$ cat src/hw/rtl/dsl_pkg.sv
// Shared types and constants of the serial tuning-word loader.
`default_nettype none

package dsl_pkg;

    // Command codes carried by a request
    localparam logic [2:0] CmdTick     = 3'd0;
    localparam logic [2:0] CmdSetPhase = 3'd1;
    localparam logic [2:0] CmdPhaseUp  = 3'd2;
    localparam logic [2:0] CmdPhaseDn  = 3'd3;
    localparam logic [2:0] CmdUpdate   = 3'd4;
    localparam logic [2:0] CmdResetSeq = 3'd5;

    // Status codes
    localparam logic [1:0] StatOk    = 2'd0;
    localparam logic [1:0] StatBusy  = 2'd1;
    localparam logic [1:0] StatLimit = 2'd2;

    // Configuration register indexes
    localparam logic [2:0] RegTuningWord = 3'd0;
    localparam logic [2:0] RegOutputOn   = 3'd1;
    localparam logic [2:0] RegAutoUpdate = 3'd2;
    localparam logic [2:0] RegSetupTicks = 3'd3;
    localparam logic [2:0] RegPulseTicks = 3'd4;
    localparam logic [2:0] RegHoldTicks  = 3'd5;
    localparam logic [2:0] RegMinPhase   = 3'd6;
    localparam logic [2:0] RegMaxPhase   = 3'd7;

    localparam logic [4:0] PhaseMax   = 5'd31;
    localparam int         FrameBits  = 40;
    localparam logic [7:0] TicksReset = 8'd1;

    typedef struct packed {
        logic [2:0] cmd;
        logic [4:0] phase_step;
    } t_in_item;

    typedef struct packed {
        logic       serial_clock;
        logic       serial_data;
        logic       update_strobe;
        logic       chip_reset;
        logic       busy_res;
        logic [1:0] status;
        logic [4:0] phase_now;
    } t_out_item;

    typedef struct packed {
        logic [31:0] tuning_word;
        logic        output_on;
        logic        auto_update;
        logic [7:0]  setup_ticks;
        logic [7:0]  pulse_ticks;
        logic [7:0]  hold_ticks;
        logic [4:0]  min_phase_step;
        logic [4:0]  max_phase_step;
    } t_cfg;

endpackage

`default_nettype wire

$ cat src/hw/rtl/dds_serial_word_loader.sv
// Top level: configuration registers, sequencer and result queue.
`default_nettype none

// Serial tuning-word loader. Each request is one timing tick, optionally
// carrying a command (set phase, phase up/down, update, reset sequence).
// A frame shifts 40 bits LSB first (32-bit tuning word, then the control
// byte: phase << 3 plus the power-down bit when the output is off) with
// setup/pulse/hold tick counts per bit, then pulses the update strobe.
// The block takes one request every clock while the queue has room: the
// request is decoded against the sequencer registers in the same cycle and
// its result (pin levels, busy, status, phase) is written into a two-entry
// queue, so the result appears in the cycle after acceptance and a new
// request is taken while one result still waits. Input ready drops only
// when both queue entries are full. Pin timing is counted in requests, not
// clocks. Configuration is a plain write port, taken every cycle the write
// enable is high; tuning word and output enable are captured when a frame starts.

module dds_serial_word_loader #(
    parameter int COUNT_WIDTH = 8
) (
    input  wire logic               i_clk,
    input  wire logic               i_rst_n,
    // request channel
    input  wire logic               i_valid,
    output logic                    o_ready,
    input  wire dsl_pkg::t_in_item  i_data,
    // result channel
    output logic                    o_valid,
    input  wire logic               i_ready,
    output dsl_pkg::t_out_item      o_data,
    // configuration write port
    input  wire logic               i_cfg_wr_en,
    input  wire logic [2:0]         i_cfg_addr,
    input  wire logic [31:0]        i_cfg_wdata
);

    dsl_pkg::t_cfg      r_cfg;
    dsl_pkg::t_out_item seq_result;
    logic               step;

    // config registers, reset to the documented defaults
    always_ff @(posedge i_clk) begin
        if (!i_rst_n) begin
            r_cfg.tuning_word    <= '0;
            r_cfg.output_on      <= 1'b0;
            r_cfg.auto_update    <= 1'b0;
            r_cfg.setup_ticks    <= dsl_pkg::TicksReset;
            r_cfg.pulse_ticks    <= dsl_pkg::TicksReset;
            r_cfg.hold_ticks     <= dsl_pkg::TicksReset;
            r_cfg.min_phase_step <= '0;
            r_cfg.max_phase_step <= dsl_pkg::PhaseMax;
        end else if (i_cfg_wr_en) begin
            unique case (i_cfg_addr)
                dsl_pkg::RegTuningWord: r_cfg.tuning_word    <= i_cfg_wdata;
                dsl_pkg::RegOutputOn:   r_cfg.output_on      <= i_cfg_wdata[0];
                dsl_pkg::RegAutoUpdate: r_cfg.auto_update    <= i_cfg_wdata[0];
                dsl_pkg::RegSetupTicks: r_cfg.setup_ticks    <= i_cfg_wdata[7:0];
                dsl_pkg::RegPulseTicks: r_cfg.pulse_ticks    <= i_cfg_wdata[7:0];
                dsl_pkg::RegHoldTicks:  r_cfg.hold_ticks     <= i_cfg_wdata[7:0];
                dsl_pkg::RegMinPhase:   r_cfg.min_phase_step <= i_cfg_wdata[4:0];
                dsl_pkg::RegMaxPhase:   r_cfg.max_phase_step <= i_cfg_wdata[4:0];
                default: ;
            endcase
        end
    end

    // a request advances the sequencer only when its result has a slot
    assign step = i_valid && o_ready;

    dsl_seq #(
        .COUNT_WIDTH (COUNT_WIDTH)
    ) u_seq (
        .i_clk    (i_clk),
        .i_rst_n  (i_rst_n),
        .i_step   (step),
        .i_item   (i_data),
        .i_cfg    (r_cfg),
        .o_result (seq_result)
    );

    dsl_outq u_outq (
        .i_clk      (i_clk),
        .i_rst_n    (i_rst_n),
        .i_push     (step),
        .i_data     (seq_result),
        .o_not_full (o_ready),
        .o_valid    (o_valid),
        .i_pop      (i_ready),
        .o_data     (o_data)
    );

endmodule

`default_nettype wire

$ cat src/hw/rtl/dsl_seq.sv
// Command decode, frame/reset sequencer and pin level logic.
`default_nettype none

module dsl_seq #(
    parameter int COUNT_WIDTH = 8
) (
    input  wire logic              i_clk,
    input  wire logic              i_rst_n,
    input  wire logic              i_step,
    input  wire dsl_pkg::t_in_item i_item,
    input  wire dsl_pkg::t_cfg     i_cfg,
    output dsl_pkg::t_out_item     o_result
);

    localparam logic [3:0] StIdle     = 4'd0;
    localparam logic [3:0] StBitSetup = 4'd1;
    localparam logic [3:0] StBitHigh  = 4'd2;
    localparam logic [3:0] StBitHold  = 4'd3;
    localparam logic [3:0] StUpdSetup = 4'd4;
    localparam logic [3:0] StUpdHigh  = 4'd5;
    localparam logic [3:0] StUpdHold  = 4'd6;
    localparam logic [3:0] StRstHigh  = 4'd7;
    localparam logic [3:0] StRstHold  = 4'd8;
    localparam logic [3:0] StRclkHigh = 4'd9;
    localparam logic [3:0] StRclkHold = 4'd10;
    localparam logic [3:0] StRfqHigh  = 4'd11;
    localparam logic [3:0] StRfqHold  = 4'd12;

    localparam int CmpW = (COUNT_WIDTH > 8) ? COUNT_WIDTH : 8;
    localparam logic [CmpW-1:0] CntMaxW = CmpW'({COUNT_WIDTH{1'b1}});
    localparam logic [COUNT_WIDTH-1:0] CntOne = COUNT_WIDTH'(1);

    // zero acts as one, too large saturates to the counter range
    function automatic logic [COUNT_WIDTH-1:0] clamp_ticks(input logic [7:0] v);
        logic [CmpW-1:0] ve;
        ve = CmpW'(v);
        if (v == 8'd0) return CntOne;
        else if (ve > CntMaxW) return {COUNT_WIDTH{1'b1}};
        else return COUNT_WIDTH'(ve);
    endfunction

    logic [3:0]             r_state, n_state;
    logic [COUNT_WIDTH-1:0] r_cnt, n_cnt;
    logic [39:0]            r_shift, n_shift;
    logic [5:0]             r_bits, n_bits;
    logic [4:0]             r_phase, n_phase;

    logic [COUNT_WIDTH-1:0] setup_c, pulse_c, hold_c;
    logic [3:0]             adv_state;
    logic [4:0]             cand_phase;
    logic                   cand_ok;
    logic [1:0]             status;
    logic                   start_frame;
    logic [7:0]             ctrl_byte;

    assign setup_c = clamp_ticks(i_cfg.setup_ticks);
    assign pulse_c = clamp_ticks(i_cfg.pulse_ticks);
    assign hold_c  = clamp_ticks(i_cfg.hold_ticks);

    // phase candidate for the three phase commands
    always_comb begin
        unique case (i_item.cmd)
            dsl_pkg::CmdPhaseUp:
                cand_phase = (r_phase != dsl_pkg::PhaseMax) ? r_phase + 5'd1 : r_phase;
            dsl_pkg::CmdPhaseDn:
                cand_phase = (r_phase != 5'd0) ? r_phase - 5'd1 : r_phase;
            default:
                cand_phase = i_item.phase_step;
        endcase
        cand_ok = (cand_phase >= i_cfg.min_phase_step) &&
                  (cand_phase <= i_cfg.max_phase_step);
    end

    always_comb begin
        n_state     = r_state;
        n_cnt       = r_cnt;
        n_shift     = r_shift;
        n_bits      = r_bits;
        n_phase     = r_phase;
        status      = dsl_pkg::StatOk;
        start_frame = 1'b0;
        adv_state   = StIdle;
        ctrl_byte   = 8'd0;

        if (r_state != StIdle) begin
            if (i_item.cmd != dsl_pkg::CmdTick && i_item.cmd <= dsl_pkg::CmdResetSeq) begin
                status = dsl_pkg::StatBusy;
            end
            if (r_cnt > CntOne) begin
                n_cnt = r_cnt - CntOne;
            end else begin
                unique case (r_state)
                    StBitSetup: adv_state = StBitHigh;
                    StBitHigh:  adv_state = StBitHold;
                    StBitHold: begin
                        n_shift = {1'b0, r_shift[39:1]};
                        n_bits  = (r_bits != 6'd0) ? r_bits - 6'd1 : r_bits;
                        adv_state = (n_bits != 6'd0) ? StBitSetup : StUpdSetup;
                    end
                    StUpdSetup: adv_state = StUpdHigh;
                    StUpdHigh:  adv_state = StUpdHold;
                    StRstHigh:  adv_state = StRstHold;
                    StRstHold:  adv_state = StRclkHigh;
                    StRclkHigh: adv_state = StRclkHold;
                    StRclkHold: adv_state = StRfqHigh;
                    StRfqHigh:  adv_state = StRfqHold;
                    default:    adv_state = StIdle;
                endcase
                n_state = adv_state;
                unique case (adv_state)
                    StIdle:                 n_cnt = '0;
                    StBitSetup, StUpdSetup: n_cnt = setup_c;
                    StBitHigh, StUpdHigh, StRstHigh, StRclkHigh, StRfqHigh:
                                            n_cnt = pulse_c;
                    default:                n_cnt = hold_c;
                endcase
            end
        end else begin
            unique case (i_item.cmd)
                dsl_pkg::CmdSetPhase, dsl_pkg::CmdPhaseUp, dsl_pkg::CmdPhaseDn: begin
                    if (cand_ok) begin
                        n_phase     = cand_phase;
                        start_frame = i_cfg.auto_update;
                    end else begin
                        status = dsl_pkg::StatLimit;
                    end
                end
                dsl_pkg::CmdUpdate:   start_frame = 1'b1;
                dsl_pkg::CmdResetSeq: begin
                    n_state = StRstHigh;
                    n_cnt   = pulse_c;
                end
                default: ;
            endcase
            if (start_frame) begin
                // control byte carries the phase just stored
                ctrl_byte = {n_phase, ~i_cfg.output_on, 2'b00};
                n_shift = {ctrl_byte, i_cfg.tuning_word};
                n_bits  = 6'(dsl_pkg::FrameBits);
                n_state = StBitSetup;
                n_cnt   = setup_c;
            end
        end
    end

    // pin levels follow the state after this request
    always_comb begin
        o_result.serial_clock  = (n_state == StBitHigh) || (n_state == StRclkHigh);
        o_result.serial_data   = ((n_state == StBitSetup) || (n_state == StBitHigh))
                                 && n_shift[0];
        o_result.update_strobe = (n_state == StUpdHigh) || (n_state == StRfqHigh);
        o_result.chip_reset    = (n_state == StRstHigh);
        o_result.busy_res      = (n_state != StIdle);
        o_result.status        = status;
        o_result.phase_now     = n_phase;
    end

    always_ff @(posedge i_clk) begin
        if (!i_rst_n) begin
            r_state <= StIdle;
            r_cnt   <= '0;
            r_shift <= '0;
            r_bits  <= '0;
            r_phase <= '0;
        end else if (i_step) begin
            r_state <= n_state;
            r_cnt   <= n_cnt;
            r_shift <= n_shift;
            r_bits  <= n_bits;
            r_phase <= n_phase;
        end
    end

    // idle always has an empty tick counter, a running phase never does
    a_idle_cnt: assert property (@(posedge i_clk) disable iff (!i_rst_n)
        (r_state == StIdle) |-> (r_cnt == '0))
        else $error("tick counter nonzero while idle");

    a_run_cnt: assert property (@(posedge i_clk) disable iff (!i_rst_n)
        (r_state != StIdle) |-> (r_cnt != '0))
        else $error("running phase with empty tick counter");

    // at most one of clock, strobe and reset is driven high
    a_pins: assert property (@(posedge i_clk) disable iff (!i_rst_n)
        $onehot0({o_result.serial_clock, o_result.update_strobe, o_result.chip_reset}))
        else $error("more than one pulse pin high");

    // a busy request leaves the phase untouched
    a_busy_phase: assert property (@(posedge i_clk) disable iff (!i_rst_n)
        (i_step && r_state != StIdle) |=> (r_phase == $past(r_phase)))
        else $error("phase changed while busy");

endmodule

`default_nettype wire

$ cat src/hw/rtl/dsl_outq.sv
// Two-entry result queue between the sequencer and the output channel.
`default_nettype none

module dsl_outq (
    input  wire logic               i_clk,
    input  wire logic               i_rst_n,
    input  wire logic               i_push,
    input  wire dsl_pkg::t_out_item i_data,
    output logic                    o_not_full,
    output logic                    o_valid,
    input  wire logic               i_pop,
    output dsl_pkg::t_out_item      o_data
);

    dsl_pkg::t_out_item r_mem [2];
    logic               r_wr_ptr, r_rd_ptr;
    logic [1:0]         r_count;
    logic               pop_en;

    assign o_valid    = (r_count != 2'd0);
    assign o_not_full = (r_count != 2'd2);
    assign o_data     = r_mem[r_rd_ptr];
    assign pop_en     = o_valid && i_pop;

    always_ff @(posedge i_clk) begin
        if (i_push) begin
            r_mem[r_wr_ptr] <= i_data;
        end
    end

    always_ff @(posedge i_clk) begin
        if (!i_rst_n) begin
            r_wr_ptr <= 1'b0;
            r_rd_ptr <= 1'b0;
            r_count  <= 2'd0;
        end else begin
            if (i_push) r_wr_ptr <= ~r_wr_ptr;
            if (pop_en) r_rd_ptr <= ~r_rd_ptr;
            if (i_push && !pop_en)      r_count <= r_count + 2'd1;
            else if (!i_push && pop_en) r_count <= r_count - 2'd1;
        end
    end

    a_count_max: assert property (@(posedge i_clk) disable iff (!i_rst_n)
        r_count != 2'd3)
        else $error("result queue overfilled");

    a_ptr_match: assert property (@(posedge i_clk) disable iff (!i_rst_n)
        (r_count == 2'd0 || r_count == 2'd2) |-> (r_wr_ptr == r_rd_ptr))
        else $error("queue pointers disagree with fill level");

    a_count_up: assert property (@(posedge i_clk) disable iff (!i_rst_n)
        (i_push && !pop_en) |=> (r_count == $past(r_count) + 2'd1))
        else $error("queue count did not follow a push");

endmodule

`default_nettype wire

$ cat config.mk
export PLATFORM = sky130hd
export DESIGN_NAME = dds_serial_word_loader
export DESIGN_NICKNAME = d
export VERILOG_FILES = /design/src/hw/rtl/dsl_pkg.sv /design/src/hw/rtl/dds_serial_word_loader.sv /design/src/hw/rtl/dsl_seq.sv /design/src/hw/rtl/dsl_outq.sv
export SDC_FILE = /design/constraint.sdc
export NUM_CORES = 1
export LEC_CHECK = 0
export BUFFER_PORTS_ARGS = -buffer_cell sky130_fd_sc_hd__clkbuf_2
export CAP_MARGIN = 5
export CORE_AREA = 3 3 147 149
export DETAILED_ROUTE_END_ITERATION = 16
export DIE_AREA = 0 0 150 152
export PLACE_DENSITY = 0.66
export RECOVER_POWER = 50
export SYNTH_ARGS = -nofsm -noshare
export SYNTH_HDL_FRONTEND = slang
export SYNTH_SLANG_ARGS = --single-unit
$ cat constraint.sdc
create_clock -name i_clk -period 3.6 [get_ports i_clk]
set_input_delay 0.36 -clock i_clk [delete_from_list [all_inputs] [get_ports i_clk]]
set_output_delay 0.36 -clock i_clk [all_outputs]
set_load 0.01 [all_outputs]
==> impl_metrics.toml, run 1 <==
[power]
p_leak_nw = 3.46
power.density_nw_per_um2 = 620
vdd_ir_drop_max_uv = 412

[setup_path]
r2r_cells = 14
worstSetupEndpointType = "flop"
r2r_end = "u_outq.r_mem[0][3]$_DFFE_PP_"
slowest_delay_ns = 0.42
r2r_slack_ns = 0.11
cp_cell_sequence = "inv_2 > ha_4 > or3b_4 > o21a_1 > a21o_1 > o31ai_4 > ha_4 > nor2b_4 > o31ai_4 > a21oi_4 > nor3_4 > mux2_2 > nand2_1 > nand2_1"
path_max_fanout = 5
cp.required_ns = 3.78
worstSetupStartpointType = "flop"
worstPathArrival_ns = 3.67
worst-setup-path-type = "flop to flop"
reg2reg_from = "u_seq.r_phase[0]$_SDFFE_PN0P_"
crit_slowest_cell = "mux2_2"

[die]
io_pins = 62
row_count = 52
die_y_um = 152
die_area_um2 = 22800
start_util_pct = 39.9
die_w_um = 150
core-area_um2 = 20300

[global_route]
antenna_found_initial = 0
overflow = 0
grt_use_met2_pct = 26.1
grt_pass1_wl_um = 31400
grt_busiest_layer = "met2"
grt_pass1_vias = 6102
grt_usage_pct = 16.9
gr-usage-met1_pct = 23.6
grt_max_degree = 76
met3_usage_pct = 3.43

[cells_and_area]
drive_gt1_share_pct = 20.9
finalCoreUtilization_pct = 46.4
final_cell_mix = "nand2_1 (166), dfxtp_1 (134), clkbuf_2 (59), a21boi_0 (56), a22oi_1 (34)"
area_growth_pct = 16.2
mostFrequentLayoutCell = "nand2_1"
antenna_cells = 0
nNetsFinal = 995

[synth]
synth_fa_ha_area_share_pct = 2.62
synth_compound_area_share_pct = 24.2
syn-num-nets = 941
synth.distinct_cells = 86
postSynthAreaPerCell_um2 = 9.25
muxShareOfSynthArea_pct = 5.43
synth_cells = 876
synth_warnings = 0
synth_top_family_by_area = "compound AO/OA/AOI/OAI gates"
ys_seq_area_share_pct = 42.5
synth-simple-area-share_pct = 19.3
synth_edf_count = 24
synthXorXnorAreaFrac_pct = 0.973
ys.flop_type = "dfxtp_1"
netlist_area_um2 = 8110
ys_ff_latch = 160
async_flop_share_pct = 0

[route]
ant_nets = 0
dr.first_iter.drc_count = 440
wl_per_cell_um = 15.8
route.detailed.drc = 0
vias_per_cell = 5.35
drtPass1Iterations = 5
wl_um = 19200
via_count = 6495

[sta]
worstMarginPinSlew_ns = 1.43
finalSetupTns_ns = 0
period_share_pct = 97.0
skew_ns = 0.0130
hold_viol_final = 0
setup_viol_count_final = 0
slew_viol_final = 0
rsz0062_at_grt = "yes"
max_freq_ghz = 0.286
slew_headroom_pct = 4.65
final.min_clock_period_ns = 3.49

[placement]
hpwl_um = 13000
io_buffers = 61
place_congestion = 0.877

[run_status]
status = "finished, final reports clean"

[hold_path]
min_to = "r_cfg[45]$_SDFFE_PN0P_"
min_from = "i_cfg_wdata[9]"
min_path_type = "primary input to flop"
worstHoldPathCells = 3

[clock_tree]
clk_pin_slew_ns = 0.07
cts_max_path_buffers = 2
clkSinkCount = 160
insertion_delay_ns = 0.44
cts_root_buffer = "clkbuf_16"
cts_tree = "built"
numCtsBuffers = 17
htreeDepth = 4
ctsHoldBuffers = 0

[job]
maxCapViolCount = 0
[layer usage]
layer / routed length, um / vias to the layer above
li1: - / 3281
met3: 845 / 27
met1: 9070 / 3042
met2: 8930 / 145
met5: 0 / -
met4: 355 / 0
[report_power, final]
part           total [W]  internal [W]  switching (W)
Sequential       0.00219       0.00202       0.000179
Combinational    0.00186      0.000793        0.00107
Clock            0.00179      0.000962       0.000826
Total            0.00584       0.00377        0.00207
[how the worst max path moves through the flow]
stage / end / start / slack (ns) / depth (start not counted)
floorplan: u_seq.r_cnt[2]$_SDFFE_PN0P_ / u_seq.r_phase[0]$_SDFFE_PN0P_ / 0.19 / 15
global placement: u_seq.r_phase[2]$_SDFFE_PN0P_ / u_seq.r_phase[0]$_SDFFE_PN0P_ / 0.03 / 15
detailed placement: u_seq.r_cnt[2]$_SDFFE_PN0P_ / u_seq.r_phase[0]$_SDFFE_PN0P_ / -0.03 / 15
CTS: u_outq.r_mem[0][10]$_DFFE_PP_ / u_seq.r_phase[0]$_SDFFE_PN0P_ / 0.005 / 14
global route: u_seq.r_shift[35]$_SDFFE_PN0P_ / u_seq.r_phase[0]$_SDFFE_PN0P_ / -0.04 / 15
finish: u_outq.r_mem[0][3]$_DFFE_PP_ / u_seq.r_phase[0]$_SDFFE_PN0P_ / 0.11 / 14
[layout make-up]
cell class | count | area (um2)
multi-input cells | 633 | 4370
clock inverters | 13 | 136
fillers | 1947 | 10900
clock buffers | 19 | 453
repair buffers | 95 | 587
flip-flops and latches | 160 | 3450
well taps | 270 | 338
inverters | 23 | 88.8
[synthesized netlist by cell type, types with 4 or more instances]
cell       instances  area, um2
a211o_1            5       43.8
a211oi_1           9       67.6
a21boi_0          56        420
a21oi_1           19       95.1
a221oi_1           6       52.6
a22oi_1           34        255
a31oi_1            7       43.8
and2_1            10       62.6
and3_1             6       37.5
buf_2             10       50.1
buf_4              6       45.0
buf_6              7       78.8
clkbuf_1          35        131
dfxtp_1          136       2720
edfxtp_1          24        721
ha_1              17        213
inv_1             22       82.6
mux2_2            16        180
mux2i_1           26        260
nand2_1          166        623
nand2b_1          11       68.8
nand3_1           12       60.1
nor2_1            32        120
nor2b_1           12       75.1
nor3_1            17       85.1
nor3_2             5       50.1
nor4_1             5       31.3
o211a_1            5       50.1
o21a_1             5       37.5
o21ai_0           21        105
o21ai_1            6       30.0
o22ai_1            4       25.0
o2bb2ai_1         32        280
or2_2              4       25.0
or3_1              6       37.5
xnor2_1            5       43.8
xor2_1             4       35.0
[worst max-delay path, delay by kind of cell, from the launching register on]
| family | cells | cell delay (ns) |
|---|---|---|
| buffers and inverters | 1 | 0.07 |
| DFF | 1 | 0.33 |
| muxes | 1 | 0.42 |
| adders and majority gates | 2 | 0.39 |
| AOI/OAI and AO/OA | 5 | 1.03 |
| and+or+nand+nor | 5 | 0.99 |
[sequential cells by signal, summed over array words and instances (netlist names), 2 cells and up, named ones only]
name and flops:
u_seq.r_cnt 8, u_seq.r_bits 6, u_seq.r_phase 5, u_seq.r_shift 40, r_cfg 68, u_outq.r_count 2, u_outq.r_mem 24, u_seq.r_state 4
[logic make-up (layout without fill, tap and decap cells)]
kind of cell	Yosys count	after routing
compound gates	250	250
xor+xnor	9	9
fa+ha+maj	17	17
buf+inv	83	150
flops	160	160
mux	42	42
simple gates	315	315
[stage by stage]
| step | worst slack, ns | total power [W] | instance area (um2) | hold slack [ns] | instances |
|---|---|---|---|---|---|
| global route | -0.0421 | 0.00619 | 9420 | 0.150 | 1213 |
| CTS | 0.00505 | 0.00582 | 9280 | 0.136 | 1207 |
| finish | 0.106 | 0.00584 | 9420 | 0.142 | 1213 |
| global placement | 0.0295 | 0.00400 | 8680 | 0.444 | 1175 |
| floorplan | 0.185 | 0.00356 | 8110 | 0.431 | 876 |
| detailed placement | -0.0306 | 0.00403 | 8680 | 0.448 | 1175 |
[what timing repair did]
item / 4_1_cts / 5_1_grt
gates resized for setup: 5 / 22
buffers inserted: 0 / 6
endpoints found under the setup margin: 7 / 70
gates cloned: 0 / 0
pin swaps: 1 / 9
Note: power is estimated with default switching activity, not from simulation.
==> run 2, diff against run 1 <==
==> constraint.sdc (replaced) <==
create_clock -name i_clk -period 3 [get_ports i_clk]
set_input_delay 0.3 -clock i_clk [delete_from_list [all_inputs] [get_ports i_clk]]
set_output_delay 0.3 -clock i_clk [all_outputs]
set_load 0.01 [all_outputs]
==> impl_metrics.toml, run 2 (synthesized netlist as in run 1, its figures left out) <==
[global_route]
grt_pass1_vias = 6473
grt_max_degree = 75
antenna_found_initial = 0
overflow = 0
grt_usage_pct = 18.0
grt_pass1_wl_um = 33800

[setup_path]
r2r_end = "u_seq.r_shift[10]$_SDFFE_PN0P_"
reg2reg_from = "u_seq.r_phase[0]$_SDFFE_PN0P_"
slowest_delay_ns = 0.38
worstPathArrival_ns = 3.81
timing.critical_path.mode_cell = "o31ai_4"
cp.required_ns = 3.36
crit_slowest_cell = "or3b_4"
worstSetupStartpointType = "flop"
r2r_slack_ns = -0.45
worstSetupEndpointType = "flop"
worst-setup-path-type = "flop to flop"
r2r_cells = 15
path_max_fanout = 8
cp_cell_sequence = "inv_2 > ha_4 > or3b_4 > o21a_1 > a21o_1 > o31ai_4 > ha_1 > nor2b_4 > o31ai_4 > a21oi_4 > o31ai_4 > and2_4 > clkbuf_16 > a22oi_1 > o2bb2ai_1"

[clock_tree]
insertion_delay_ns = 0.43
htreeDepth = 4
numCtsBuffers = 17
clk_pin_slew_ns = 0.07
cts_tree = "built"
clkSinkCount = 160
cts_root_buffer = "clkbuf_16"
cts_max_path_buffers = 2

[route]
dr.first_iter.drc_count = 475
dr_wl_met3_um = 1010
wl_met2_um = 9520
ant_nets = 0
dr.max_layer_used = "met4"
wl_um = 20300
wl_per_cell_um = 16.3
via_count = 6725
vias_per_cell = 5.39
wl_met1_um = 9560
route.detailed.drc = 0
drtPass1Iterations = 5

[run_status]
violations = "negative setup slack"
status = "finished, violations left"

[hold_path]
worstHoldPathCells = 3
min_to = "r_cfg[62]$_SDFFE_PN0P_"
min_from = "i_cfg_wdata[26]"
min_path_type = "primary input to flop"

[die]
row_count = 52
die_y_um = 152
die_area_um2 = 22800
die_w_um = 150
core-area_um2 = 20300
io_pins = 62
start_util_pct = 39.9

[cells_and_area]
mostFrequentLayoutCell = "nand2_1"
drive_gt1_share_pct = 27.0
area_growth_pct = 22.8
multi_input_area_um2 = 4560
largest_reg_flops = 68
reg_top3 = "r_cfg (68), u_seq.r_shift (40), u_outq.r_mem (24)"
stdcell_count = 1247
final_cell_mix = "nand2_1 (164), dfxtp_1 (134), clkbuf_2 (60), a21boi_0 (56), buf_4 (48)"
seq_area_um2 = 3450
nNetsFinal = 1029
nFillCells = 1915
antenna_cells = 0
largest-register = "r_cfg"

[power]
total_power_w = 0.00741
vdd_ir_drop_max_uv = 485
p_leak_nw = 3.69
power.density_nw_per_um2 = 745

[placement]
io_buffers = 61
place_congestion = 0.873
post-place-cells = 1200
hpwl_um = 13400

[sta]
slew_viol_final = 0
worst_slack_ns = -0.453
worstMarginPinSlew_ns = 1.29
period_share_pct = 115
whs_ns = 0.0926
skew_ns = 0.0132
slew_headroom_pct = 14.2
setup_viol_count_final = 82
rsz0062_at_grt = "yes"
hold_viol_final = 0
max_freq_ghz = 0.290
final.min_clock_period_ns = 3.45
finalSetupTns_ns = -30.32

[job]
maxCapViolCount = 0
## run 2: cell types whose count changed in the layout (fill, tap and decap cells not counted), sizes merged
| cell | previous run | this run |
|---|---|---|
| buf | 33 | 66 |
| clkinv | 2 | 6 |
| inv | 32 | 29 |
| clkinvlp | 2 | 1 |
| clkbuf | 81 | 82 |
## run 2: metrics by stage
stage | area, um2 | utilization, % | setup slack [ns]
global route | 9950 | 49.0 | -0.610
detailed placement | 8890 | 43.8 | -0.529
floorplan | 8150 | - | -0.306
CTS | 9840 | 48.5 | -0.430
global placement | 8890 | 43.8 | -0.427
finish | 9950 | 49.0 | -0.453
## run 2: metal layers
layer	vias to the layer above	global-route usage, %
met2	170	28.4
met5	-	0
li1	3344	-
met4	0	5.10
met1	3196	25.4
met3	15	3.31
## run 2: where the power goes
group          internal [W]  switching [W]  total (W)  leakage [nW]
logic               0.00119        0.00149    0.00268          2.07
clock network       0.00114       0.000978    0.00212         0.282
registers           0.00242       0.000199    0.00262          1.33
## run 2: timing repair
item                                    in CTS  in global routing
endpoints found under the setup margin      82                 82
endpoints found under the hold margin        0                  0
resized for setup                           66                 15
pin swaps                                   43                 15
hold buffers                                 0                  0
buffers inserted                             6                  5
gates cloned                                 3                  1
## run 2: worst max-delay path: cells and delay by family, from the launching register on
kind / cells / cell delay [ns]
AOI/OAI and AO/OA: 8 / 1.55
adders and majority gates: 2 / 0.40
buffers and inverters: 2 / 0.26
DFF: 1 / 0.33
and+or+nand+nor: 3 / 0.84
## run 2: layout make-up
cell class              instances  share of cell area (%)
multi-input cells             633                    45.8
flip-flops and latches        160                    34.6
repair buffers                129                    9.50
clock buffers                  19                    4.56
well taps                     270                    3.39
clock inverters                13                    1.21
inverters                      23                   0.892
## run 2: worst max path at each step
| stage | to | from | slack (ns) |
|---|---|---|---|
| after detailed placement | u_seq.r_cnt[2]$_SDFFE_PN0P_ | u_seq.r_phase[1]$_SDFFE_PN0P_ | -0.53 |
| after CTS | u_outq.r_mem[1][10]$_DFFE_PP_ | u_seq.r_phase[0]$_SDFFE_PN0P_ | -0.43 |
| after global routing | u_seq.r_shift[36]$_SDFFE_PN0P_ | u_seq.r_phase[0]$_SDFFE_PN0P_ | -0.61 |
| after global placement | u_outq.r_mem[0][10]$_DFFE_PP_ | u_seq.r_phase[1]$_SDFFE_PN0P_ | -0.43 |
| after floorplan | u_seq.r_cnt[2]$_SDFFE_PN0P_ | u_seq.r_phase[0]$_SDFFE_PN0P_ | -0.31 |
| final | u_seq.r_shift[10]$_SDFFE_PN0P_ | u_seq.r_phase[0]$_SDFFE_PN0P_ | -0.45 |
==> run 3, diff against run 2 <==
--- a/config.mk
+++ b/config.mk
@@ -5,8 +5,8 @@
 export SDC_FILE = /design/constraint.sdc
 export NUM_CORES = 1
 export LEC_CHECK = 0
+export ABC_AREA = 1
 export BUFFER_PORTS_ARGS = -buffer_cell sky130_fd_sc_hd__clkbuf_2
-export CAP_MARGIN = 5
 export CORE_AREA = 3 3 147 149
 export DETAILED_ROUTE_END_ITERATION = 16
 export DIE_AREA = 0 0 150 152
==> impl_metrics.toml, run 3 <==
[run_status]
violations = "negative setup slack"
status = "finished, violations left"

[power]
vdd_ir_drop_max_uv = 461
p_leak_nw = 4.33
total_power_w = 0.00923
p_seq_share_pct = 31.1
p_sw_share_pct = 39.1
switchingPower_w = 0.00361
power.density_nw_per_um2 = 904
p_int_w = 0.00561
combPwrFrac_pct = 44.9
clockPowerShare_pct = 24.0

[setup_path]
worstPathArrival_ns = 3.31
path_max_fanout = 6
worst-setup-path-type = "flop to flop"
cp.required_ns = 3.17
crit_start = "u_seq.r_phase[1]$_SDFFE_PN0P_"
worstSetupEndpointType = "flop"
worstSetupStartpointType = "flop"
reg2reg_from = "u_seq.r_phase[1]$_SDFFE_PN0P_"

[clock_tree]
numCtsBuffers = 17
clkSinkCount = 160
htreeDepth = 4
cts_max_path_buffers = 2
clk_pin_slew_ns = 0.06
insertion_delay_ns = 0.43
ctsHoldBuffers = 0
cts_root_buffer = "clkbuf_16"
cts_tree = "built"

[synth]
synthTopCellsByCount = "inv_1 (148), nand2_1 (146), o21ai_0 (141)"
synth.distinct_cells = 41
synth.top_cell.area_share_pct = 33.6
ys_ff_latch = 160
synthTopCellsByArea = "dfxtp_1 (34%), edfxtp_1 (8.9%), o21ai_0 (8.7%), inv_1 (6.9%), nand2_1 (6.8%)"
synth_warnings = 0
synth_edf_count = 24
async_flop_share_pct = 0
syn-num-nets = 1186
synth_largest_area_cell = "dfxtp_1"
ys_seq_area_share_pct = 42.5
synth.most_common_cell = "inv_1"
ys.flop_type = "dfxtp_1"
netlist_area_um2 = 8110
postSynthAreaPerCell_um2 = 7.23
synth_cells = 1121

[global_route]
overflow = 0
grt_max_degree = 75
antenna_found_initial = 0
grt_usage_pct = 17.9
grt_pass1_wl_um = 33700
grt_pass1_vias = 7095

[die]
row_count = 52
die_w_um = 150
die_area_um2 = 22800
start_util_pct = 39.9
core-area_um2 = 20300
io_pins = 62
die_y_um = 152

[cells_and_area]
largest_reg_flops = 68
mostFrequentLayoutCell = "inv_1"
drive_gt1_share_pct = 21.6
final_cell_area_um2 = 10200
area_growth_pct = 25.9
nFillCells = 2017
seq_area_um2 = 3450
largest-register = "r_cfg"
multi_input_area_um2 = 4210
antenna_cells = 0
reg_top3 = "r_cfg (68), u_seq.r_shift (40), u_outq.r_mem (24)"
nNetsFinal = 1279
final_cell_mix = "inv_1 (140), dfxtp_1 (132), nand2_1 (130), nor2_1 (126), o21ai_0 (125)"

[sta]
slew_headroom_pct = 8.98
period_share_pct = 105
max_freq_ghz = 0.318
slew_viol_final = 0
final.min_clock_period_ns = 3.14
hold_viol_final = 0
worstMarginPinSlew_ns = 1.37
skew_ns = 0.0115
whs_ns = 0.0899
rsz0062_at_grt = "yes"
worst_slack_ns = -0.143
setup_viol_count_final = 60

[route]
dr.first_iter.drc_count = 488
wl_per_cell_um = 14.2
ant_nets = 0
via_count = 7539
route.detailed.drc = 0
drtPass1Iterations = 5
vias_per_cell = 5.04
wl_um = 21300

[hold_path]
min_from = "i_cfg_wdata[14]"
min_path_type = "primary input to flop"

[placement]
place_congestion = 0.917
placed_area_um2 = 8930
hpwl_um = 13900
io_buffers = 61

[job]
maxCapViolCount = 0
## run 3: changes by cell type in the layout (fill, tap and decap cells not counted), moves of 56 or more
cell / before / now
o21ai_0: 11 / 125
nor2_1: 26 / 126
inv_1: 20 / 140
a21oi_1: 16 / 77
a21boi_0: 56 / 0
nand3_1: 10 / 87
## run 3: final cells by class
type	instances	share of cell area [%]
Tap cell	270	3.31
Timing Repair Buffer	128	10.0
Inverter	155	5.74
Multi-Input combinational cell	752	41.3
Sequential cell	160	33.8
Clock inverter	13	1.58
Clock buffer	19	4.24
## run 3: power by group through the flow
stage / combinational [W] / sequential (W) / clock [W]
after floorplan: 0.00250 / 0.00283 / 0
after global placement: 0.00336 / 0.00289 / 0
after detailed placement: 0.00339 / 0.00290 / 0
after CTS: 0.00352 / 0.00286 / 0.00225
after global routing: 0.00463 / 0.00291 / 0.00234
final: 0.00415 / 0.00287 / 0.00221
## run 3: logic make-up (layout without fill, tap and decap cells)
kind of cell	after synthesis	in the layout	share of synthesized area, %
buffers and inverters	210	315	10.3
adder cells (fa/ha/maj)	17	17	2.62
XOR/XNOR	7	7	0.756
multiplexers	12	12	1.67
AND/OR/NAND/NOR	413	414	22.0
AO/OA/AOI/OAI	302	302	20.1
flip-flops	160	160	42.5
## run 3: path summary, 6_finish.rpt
path                                         end  slack, ns  depth (start not counted)
setup / recovery   u_outq.r_mem[0][11]$_DFFE_PP_      -0.14                         20
hold reg to reg   u_seq.r_shift[31]$_SDFFE_PN0P_       0.46                          2
hold / removal            r_cfg[50]$_SDFFE_PN0P_       0.09                          3
setup reg to reg   u_outq.r_mem[0][11]$_DFFE_PP_      -0.14                         20
## run 3: per-layer routing
layer | vias to the layer above | global-route usage (%) | wire (um)
li1 | 3887 | - | -
met1 | 3467 | 23.3 | 9830
met2 | 154 | 29.9 | 10200
met3 | 31 | 3.31 | 749
met4 | 0 | 6.10 | 493
met5 | - | 0 | 0
## run 3: repair_timing
action | in CTS | in global routing
pin swaps | 7 | 29
setup endpoints to repair | 64 | 82
gates resized for setup | 29 | 96
buffers inserted | 1 | 13
cloned | 0 | 10
## run 3: stage by stage
step / TNS (ns) / utilization (%) / setup slack, ns / cells
3_5_place_dp: -3.87 / 44.0 / -0.252 / 1442
6_report: -5.16 / 50.3 / -0.143 / 1497
3_3_place_gp: -0.641 / 44.0 / -0.199 / 1442
4_1_cts: 0 / 47.4 / 0.0109 / 1475
5_1_grt: -19.32 / 50.3 / -0.353 / 1497
2_1_floorplan: 0 / - / 0.00278 / 1121
## run 3: critical path: stages (launching register included)
cell     delay [ns]
dfxtp_2        0.34
inv_2          0.08
ha_4           0.15
nand4_1        0.20
o21ai_1        0.21
o21ai_1        0.09
nor2_1         0.18
inv_2          0.08
ha_4           0.27
nand2_2        0.05
inv_2          0.04
nand4_1        0.09
nand3_2        0.13
nand4_1        0.19
buf_4          0.22
nand2_4        0.10
inv_2          0.07
nand3_1        0.10
nand2_1        0.12
nand3_1        0.10
nand2_1        0.07
